===== config.mk =====
export PLATFORM = sky130hd
export DESIGN_NAME = launch_rev_soft_cut
export DESIGN_NICKNAME = d
export VERILOG_FILES = /design/src/design/lrsc_pkg.sv /design/src/design/launch_rev_soft_cut.sv
export SDC_FILE = /design/constraint.sdc
export NUM_CORES = 1
export LEC_CHECK = 0
export ABC_CLOCK_PERIOD_IN_PS = 18950
export BUFFER_PORTS_ARGS = -buffer_cell sky130_fd_sc_hd__buf_2
export CAP_MARGIN = 20
export CORE_ASPECT_RATIO = 1.25
export CORE_MARGIN = 2
export CORE_UTILIZATION = 30
export DETAILED_ROUTE_END_ITERATION = 10
export GPL_TIMING_DRIVEN = 1
export MAX_ROUTING_LAYER = met4
export SLEW_MARGIN = 20
export SYNTH_ARGS = -nofsm -noshare
export SYNTH_HDL_FRONTEND = slang
export SYNTH_SLANG_ARGS = --single-unit

===== constraint.sdc =====
create_clock -name clk -period 18.95 [get_ports clk]
set_input_delay 4.7375 -clock clk [delete_from_list [all_inputs] [get_ports clk]]
set_output_delay 4.7375 -clock clk [all_outputs]
set_load 0.01 [all_outputs]

===== src/design/lrsc_pkg.sv =====
`timescale 1ns / 1ps

package lrsc_pkg;

	// Beat widths.
	localparam int IN_W  = 104;
	localparam int OUT_W = 32;
	localparam int CFG_W = 15;
	localparam int MUL_W = 17;

	// Q1.14 and Q1.16 units.
	localparam logic [14:0] ONE_Q14 = 15'd16384;
	localparam logic [16:0] ONE_Q16 = 17'd65536;

	// Target limits.
	localparam logic [14:0] BASE_MIN   = 15'd6554;
	localparam logic [14:0] BASE_MAX   = 15'd15565;
	localparam logic signed [16:0] TARGET_MIN = 17'sd5898;
	localparam logic signed [16:0] TARGET_MAX = 17'sd16056;

	// Arming thresholds.
	localparam logic [14:0] BRAKE_HOLD   = 15'd11468;
	localparam logic [14:0] CLUTCH_HOLD  = 15'd13107;
	localparam logic [14:0] THROTTLE_ARM = 15'd11796;
	localparam logic signed [15:0] SPEED_LIMIT = 16'sd512;
	localparam logic [3:0]  FIRST_GEAR   = 4'd1;

	// Frame time clamp and smoothing rates.
	localparam logic [15:0] DT_MIN = 16'd66;
	localparam logic [15:0] DT_MAX = 16'd3277;
	localparam logic [16:0] RATE_UP   = 17'd22;
	localparam logic [16:0] RATE_DOWN = 17'd9;

	// Excess / 0.12 is excess * 25 / 3; the request saturates from this excess on.
	localparam logic [14:0] EXCESS_SAT = 15'd1967;
	localparam logic [16:0] REQ_SCALE  = 17'd25;
	// ceil(2^17 / 3): x * RECIP_3 >> 17 equals x / 3 for every 16-bit x.
	localparam logic [16:0] RECIP_3    = 17'd43691;

	// Reset values of the registers.
	localparam logic [14:0] BASE_RESET = 15'd11469;
	localparam logic [14:0] AGGR_RESET = 15'd16384;

	typedef enum logic [1:0] {
		CFG_ENABLE = 2'd0,
		CFG_BASE   = 2'd1,
		CFG_OFFSET = 2'd2,
		CFG_AGGR   = 2'd3
	} cfg_index_t;

	typedef enum logic [3:0] {
		ST_IDLE,
		ST_TARGET,
		ST_REQ_MUL,
		ST_REQ_DIV,
		ST_REQ,
		ST_RATE,
		ST_DELTA,
		ST_UPDATE,
		ST_SCALE,
		ST_THROTTLE,
		ST_DONE
	} state_t;

endpackage


===== src/design/launch_rev_soft_cut.sv =====
`timescale 1ns / 1ps

// Launch control soft cut. Each input beat carries one frame of driver and engine
// readings; the block answers with exactly one output beat holding the throttle to
// apply, the armed and limiting flags and the smoothed cut level, which it keeps
// from frame to frame. A frame passes from the accepting edge to the output register
// through a ten-step sequencer that runs every product through one shared 17 x 17
// multiplier, one product per cycle; s_tready is high only while the sequencer is
// idle, so a new frame is taken only after the previous one has left the sequencer.
// The output register lets the next frame be taken while the previous result still
// waits on m_tready; a frame that finishes while the old result is still held waits
// in its last step. Configuration writes are always accepted (cfg_ready is tied
// high) and must be made between frames.
module launch_rev_soft_cut (
	input  logic                          clk,
	input  logic                          arst_n,
	input  logic                          s_tvalid,
	output logic                          s_tready,
	// gear_number[3:0], clutch_disengage[18:4], throttle_in[33:19],
	// brake_in[48:34], road_speed[64:49], engine_running[65],
	// automatic_box[66], engine_rpm[81:67], frame_time[97:82], zeros above
	input  logic [lrsc_pkg::IN_W-1:0]     s_tdata,
	output logic                          m_tvalid,
	input  logic                          m_tready,
	// throttle_out[14:0], is_armed[15], is_limiting[16], cut_level_out[31:17]
	output logic [lrsc_pkg::OUT_W-1:0]    m_tdata,
	input  logic                          cfg_valid,
	output logic                          cfg_ready,
	input  logic [1:0]                    cfg_index,
	input  logic [lrsc_pkg::CFG_W-1:0]    cfg_data
);
	import lrsc_pkg::*;

	state_t state_q, state_next;

	// Configuration registers.
	logic        enable_q;
	logic [14:0] base_q;
	logic signed [13:0] offset_q;
	logic [14:0] aggr_q;

	// The one piece of state carried across frames.
	logic [14:0] cut_q;

	// Frame fields captured at the accepting edge.
	logic [3:0]  gear_q;
	logic [14:0] clutch_q;
	logic [14:0] thr_q;
	logic [14:0] brake_q;
	logic signed [15:0] speed_q;
	logic        eng_on_q;
	logic        autobox_q;
	logic [14:0] rpm_q;
	logic [11:0] dt_q;

	// Working registers of the sequence.
	logic        armed_q;
	logic        limiting_q;
	logic [14:0] excess_q;
	logic        sat_q;
	logic        up_q;
	logic [14:0] diff_q;
	logic        zero_q;

	// Shared multiplier.
	logic [MUL_W-1:0]   mul_a, mul_b;
	logic [2*MUL_W-1:0] prod_q;

	// Output register.
	logic              m_tvalid_q;
	logic [OUT_W-1:0]  m_tdata_q;

	logic in_fire, out_free;

	// Combinational helpers for the individual steps.
	logic [15:0]        dt_raw;
	logic [14:0]        base_c;
	logic signed [16:0] tgt_sum;
	logic [14:0]        target;
	logic               held, armed_c;
	logic [14:0]        req;
	logic [16:0]        rate;
	logic [14:0]        step;
	logic [14:0]        cut_scaled;
	logic [14:0]        thr_scaled;
	logic [14:0]        thr_res;

	assign in_fire   = s_tvalid && s_tready;
	assign out_free  = !m_tvalid_q || m_tready;
	assign cfg_ready = 1'b1;
	assign m_tvalid  = m_tvalid_q;
	assign m_tdata   = m_tdata_q;

	// Target RPM: clamp the base, add the signed offset, clamp again.
	always_comb begin
		if (base_q < BASE_MIN) begin
			base_c = BASE_MIN;
		end else if (base_q > BASE_MAX) begin
			base_c = BASE_MAX;
		end else begin
			base_c = base_q;
		end
		tgt_sum = $signed({2'b00, base_c}) + 17'(offset_q);
		if (tgt_sum < TARGET_MIN) begin
			target = 15'(TARGET_MIN);
		end else if (tgt_sum > TARGET_MAX) begin
			target = 15'(TARGET_MAX);
		end else begin
			target = tgt_sum[14:0];
		end
	end

	// The driveline is held by the brake on an automatic box, by the clutch otherwise.
	assign held    = autobox_q ? (brake_q > BRAKE_HOLD) : (clutch_q > CLUTCH_HOLD);
	assign armed_c = enable_q && eng_on_q && (gear_q == FIRST_GEAR) && held &&
		(thr_q > THROTTLE_ARM) && (speed_q > -SPEED_LIMIT) && (speed_q < SPEED_LIMIT);

	// Requested cut; the divide by three has just been done through the reciprocal.
	always_comb begin
		if (!limiting_q) begin
			req = '0;
		end else if (sat_q) begin
			req = ONE_Q14;
		end else begin
			req = prod_q[31:17];
		end
	end

	// Smoothing rate saturates at one in Q1.16.
	assign rate = (prod_q > 34'(ONE_Q16)) ? ONE_Q16 : prod_q[16:0];
	assign step = prod_q[30:16];

	// Cut scaled by the aggression, then the throttle scaled by what is left.
	assign cut_scaled = prod_q[28:14];
	assign thr_scaled = (prod_q[28:14] > ONE_Q14) ? ONE_Q14 : prod_q[28:14];

	always_comb begin
		if (!limiting_q) begin
			thr_res = thr_q;
		end else if (zero_q) begin
			thr_res = '0;
		end else begin
			thr_res = thr_scaled;
		end
	end

	assign dt_raw = s_tdata[97:82];

	// Next-state logic.
	always_comb begin
		state_next = state_q;
		unique case (state_q)
			ST_IDLE:     if (in_fire) state_next = ST_TARGET;
			ST_TARGET:   state_next = ST_REQ_MUL;
			ST_REQ_MUL:  state_next = ST_REQ_DIV;
			ST_REQ_DIV:  state_next = ST_REQ;
			ST_REQ:      state_next = ST_RATE;
			ST_RATE:     state_next = ST_DELTA;
			ST_DELTA:    state_next = ST_UPDATE;
			ST_UPDATE:   state_next = ST_SCALE;
			ST_SCALE:    state_next = ST_THROTTLE;
			ST_THROTTLE: state_next = ST_DONE;
			ST_DONE:     if (out_free) state_next = ST_IDLE;
			default:     state_next = ST_IDLE;
		endcase
	end

	// Sequencer outputs: input handshake and the multiplier operands of each step.
	always_comb begin
		s_tready = 1'b0;
		mul_a    = '0;
		mul_b    = '0;
		unique case (state_q)
			ST_IDLE: begin
				s_tready = 1'b1;
			end
			ST_REQ_MUL: begin
				mul_a = {2'b00, excess_q};
				mul_b = REQ_SCALE;
			end
			ST_REQ_DIV: begin
				mul_a = {1'b0, prod_q[15:0]};
				mul_b = RECIP_3;
			end
			ST_RATE: begin
				mul_a = {5'b0, dt_q};
				mul_b = up_q ? RATE_UP : RATE_DOWN;
			end
			ST_DELTA: begin
				mul_a = {2'b00, diff_q};
				mul_b = rate;
			end
			ST_SCALE: begin
				mul_a = {2'b00, aggr_q};
				mul_b = {2'b00, cut_q};
			end
			ST_THROTTLE: begin
				mul_a = {2'b00, thr_q};
				mul_b = {2'b00, ONE_Q14 - cut_scaled};
			end
			default: begin
				mul_a = '0;
				mul_b = '0;
			end
		endcase
	end

	// The scaled throttle product is held while the finished frame waits for the
	// output register.
	always_ff @(posedge clk) begin
		if (state_q != ST_DONE) begin
			prod_q <= mul_a * mul_b;
		end
	end

	always_ff @(posedge clk or negedge arst_n) begin
		if (!arst_n) begin
			state_q <= ST_IDLE;
		end else begin
			state_q <= state_next;
		end
	end

	always_ff @(posedge clk or negedge arst_n) begin
		if (!arst_n) begin
			enable_q <= 1'b0;
			base_q   <= BASE_RESET;
			offset_q <= '0;
			aggr_q   <= AGGR_RESET;
		end else if (cfg_valid && cfg_ready) begin
			unique case (cfg_index_t'(cfg_index))
				CFG_ENABLE: enable_q <= cfg_data[0];
				CFG_BASE:   base_q   <= cfg_data;
				CFG_OFFSET: offset_q <= $signed(cfg_data[13:0]);
				CFG_AGGR:   aggr_q   <= cfg_data;
				default:    enable_q <= enable_q;
			endcase
		end
	end

	// Smoothed cut moves toward the request by a step no larger than the gap.
	always_ff @(posedge clk or negedge arst_n) begin
		if (!arst_n) begin
			cut_q <= '0;
		end else if (state_q == ST_UPDATE) begin
			cut_q <= up_q ? cut_q + step : cut_q - step;
		end
	end

	always_ff @(posedge clk or negedge arst_n) begin
		if (!arst_n) begin
			m_tvalid_q <= 1'b0;
		end else if (state_q == ST_DONE && out_free) begin
			m_tvalid_q <= 1'b1;
		end else if (m_tready) begin
			m_tvalid_q <= 1'b0;
		end
	end

	// Payload and working registers.
	always_ff @(posedge clk) begin
		if (in_fire) begin
			gear_q    <= s_tdata[3:0];
			clutch_q  <= s_tdata[18:4];
			thr_q     <= s_tdata[33:19];
			brake_q   <= s_tdata[48:34];
			speed_q   <= $signed(s_tdata[64:49]);
			eng_on_q  <= s_tdata[65];
			autobox_q <= s_tdata[66];
			rpm_q     <= s_tdata[81:67];
			if (dt_raw < DT_MIN) begin
				dt_q <= 12'(DT_MIN);
			end else if (dt_raw > DT_MAX) begin
				dt_q <= 12'(DT_MAX);
			end else begin
				dt_q <= dt_raw[11:0];
			end
		end
		unique case (state_q)
			ST_TARGET: begin
				armed_q    <= armed_c;
				limiting_q <= armed_c && (rpm_q > target);
				excess_q   <= rpm_q - target;
				sat_q      <= (rpm_q - target) >= EXCESS_SAT;
			end
			ST_REQ: begin
				up_q   <= req > cut_q;
				diff_q <= (req > cut_q) ? req - cut_q : cut_q - req;
			end
			ST_THROTTLE: begin
				zero_q <= cut_scaled >= ONE_Q14;
			end
			ST_DONE: begin
				if (out_free) begin
					m_tdata_q <= {cut_q, limiting_q, armed_q, thr_res};
				end
			end
			default: begin
				zero_q <= zero_q;
			end
		endcase
	end

endmodule


==> qor.csv <==
metric;value;unit
synth_xor_area_share;3.86;%
synthMuxAreaShare;2.82;%
cts_sinks;258;
synth-warning-count;0;
vias_per_cell;5.04;
critPathCaptureType;register;
synth_top_family_by_area;adder cells;
die_area;0.0794;mm^2
cp-start-kind;register;
cts_buffers;25;
grt_pass1_wl;104000;um
synthDistinctLibCells;84;
die_h;315;um
clock_skew;0.0476;ns
detail-route-antenna-nets;0;
drv_cap;0;
ys_seq_area_share;32.1;%
synth.avg_cell_area;9.95;um^2
critPathMostFrequentCell;fa_1;
synthCells;2326;
drive_gt1_share;12.8;%
grt_pass1_vias;17700;
ys_seq_elements;258;
rows;113;
fin_crit_sh;48.2;%
antenna_found_initial;1;
period_needed;9.13;ns
dpl.hpwl;54300;um
critPathTopFamily;adder cells;
regArea;0.00743;mm^2
grt_usage;17.7;%
crit_required;19.27;ns
postSynth.asyncResetShare;25.2;%
cts.path.max_buffers;3;
cp.arrival;9.46;ns
rsz0062_at_grt;no;
clkLatencyLatePin;0.58;ns
synth-compound-area-share;12.0;%
fin_tns_setup;0;ns
multi_input_area;0.0141;mm^2
port_buffers;151;
slew_headroom;27.8;%
vias;17400;
r2r_slack;9.82;ns
h-tree-depth;1;
fillerInstances;7765;
power_density;159;mW/mm^2
leakagePower;0.0116;uW
routed_wl;67800;um
final_common_cell;inv_1;
worst-setup-path-type;register to register;
worstMarginPinSlew;1.08;ns
die_x;252;um
finalHoldViolCount;0;
synth_edf_count;193;
grt_overflow_total;0;
clk_pin_slew;0.07;ns
hold_class;register to register;
ctsHoldBuffers;0;
drv_slew;0;
area_growth;11.7;%
final_net_count;2976;
drc_errors;0;
synth-simple-area-share;13.3;%
max_freq;109;MHz
cts_setup_buffers;0;
gp_congestion;0.925;
design_area;0.0259;mm^2
crit_path_max_incr_delay;0.56;ns
syn_area;0.0231;mm^2
wl_per_cell;19.7;um
setup_viol;0;
grt_start_max_net_pins;85;
root_buffer;clkbuf_16;
critPathSlowestCell;edfxtp_1;
crit_fanout;17;
firstDrtPassIters;5;
core;0.0762;mm^2
placed_cell_area;0.0250;mm^2
ios;161;
post_cts_resized;0;
cts_tree;built;
synth_adder_area_share;28.6;%
synth_ff_type;edfxtp_1;
crit_buf_inv;5;
final_cell_mix;350 x inv_1, 269 x nand2_1, 214 x fa_1;
start_util;30.4;%
first_iter_violations;1160;
status;complete, no violations;
peakVddDrop;0.0864;mV
-- metal layers --
layer,part of all wire [%],track usage (%)
met5,0,-
met1,40,21.6
met4,4.8,7.67
met3,5.9,1.84
met2,50,29.9
-- stage by stage --
stage / util [%] / std cells / hold WS, ns / total power, uW / setup slack (ns)
after floorplan: - / 2337 / 0.400 / 2810 / 11.11
after global placement: 32.8 / 3399 / 0.406 / 3580 / 9.98
after detailed placement: 32.8 / 3399 / 0.419 / 3600 / 9.88
after CTS: 33.9 / 3445 / 0.432 / 4140 / 9.83
after global routing: 33.9 / 3446 / 0.440 / 4470 / 9.42
final: 33.9 / 3446 / 0.435 / 4110 / 9.82
-- where the power goes --
part	internal (uW)	leakage (uW)	switching [uW]
registers	840	0.00260	189
logic	948	0.00858	1620
clock network	288	0.000400	224
total	2080	0.0116	2040
-- area by class of cell --
cell class,instances,share of cell area [%]
sequential,258,28.7
clock inverter,9,0.479
clock buffer,37,2.71
tap,977,4.73
timing repair buffer,175,3.64
antenna,1,0.00968
multi-input combinational,1638,54.6
inverter,351,5.09
-- sequential cells by signal, summed over array words and instances, names as in the netlist, 4 cells and up --
| register | flops |
|---|---|
| aggr_q | 15 |
| base_q | 15 |
| brake_q | 15 |
| clutch_q | 13 |
| cut_q | 15 |
| diff_q | 15 |
| dt_q | 12 |
| excess_q | 15 |
| gear_q | 4 |
| m_tdata | 32 |
| offset_q | 14 |
| prod_q | 34 |
| rpm_q | 15 |
| speed_q | 16 |
| state_q | 4 |
| thr_q | 15 |
-- cell usage after synthesis, types with 5 or more instances --
cell	count	area [um^2]
dfrtp_1	56	1400
nand4_1	21	131
dfstp_2	9	236
nand2_1	269	1010
nand3b_1	5	37.5
ha_1	187	2340
a221o_1	5	50.1
a21oi_1	93	465
o21ai_1	7	35.0
a211oi_1	7	52.6
a22oi_1	44	330
nor4b_1	6	52.6
and2_1	21	131
nor3_1	20	100
nand2b_1	25	156
o21a_1	17	128
mux2_2	50	563
or2_2	7	43.8
xor2_1	43	377
a21o_1	57	428
nand3_1	35	175
buf_2	26	130
mux2i_1	9	90.1
o21ai_0	69	345
and3_1	22	138
fa_1	214	4280
nor2_1	154	578
nor2b_1	23	144
xnor2_1	59	517
edfxtp_1	193	5800
nor4_1	23	144
a311o_1	7	70.1
clkbuf_1	62	233
a31oi_1	18	113
o211ai_1	13	97.6
o21bai_1	12	90.1
inv_1	350	1310
-- cells by family after synthesis --
family / count (synthesis)
buffers and inverters: 441
adders and majority gates: 401
other: 2
DFF: 258
and+or+nand+nor: 657
AOI/OAI and AO/OA: 406
xor gates and xnor gates: 102
muxes: 59
-- worst paths after layout --
check | startpoint | endpoint | cells past startpoint
worst max-delay path | prod_q[15] | prod_q[31] | 29
worst min-delay path | armed_q | m_tdata[15] | 0
worst max register to register | prod_q[15] | prod_q[31] | 29
worst min register to register | armed_q | m_tdata[15] | 0
max in group asynchronous | arst_n | offset_q[13] | 1
min in group asynchronous | arst_n | cut_q[12] | 1
Power figures use the tool's default switching activity.
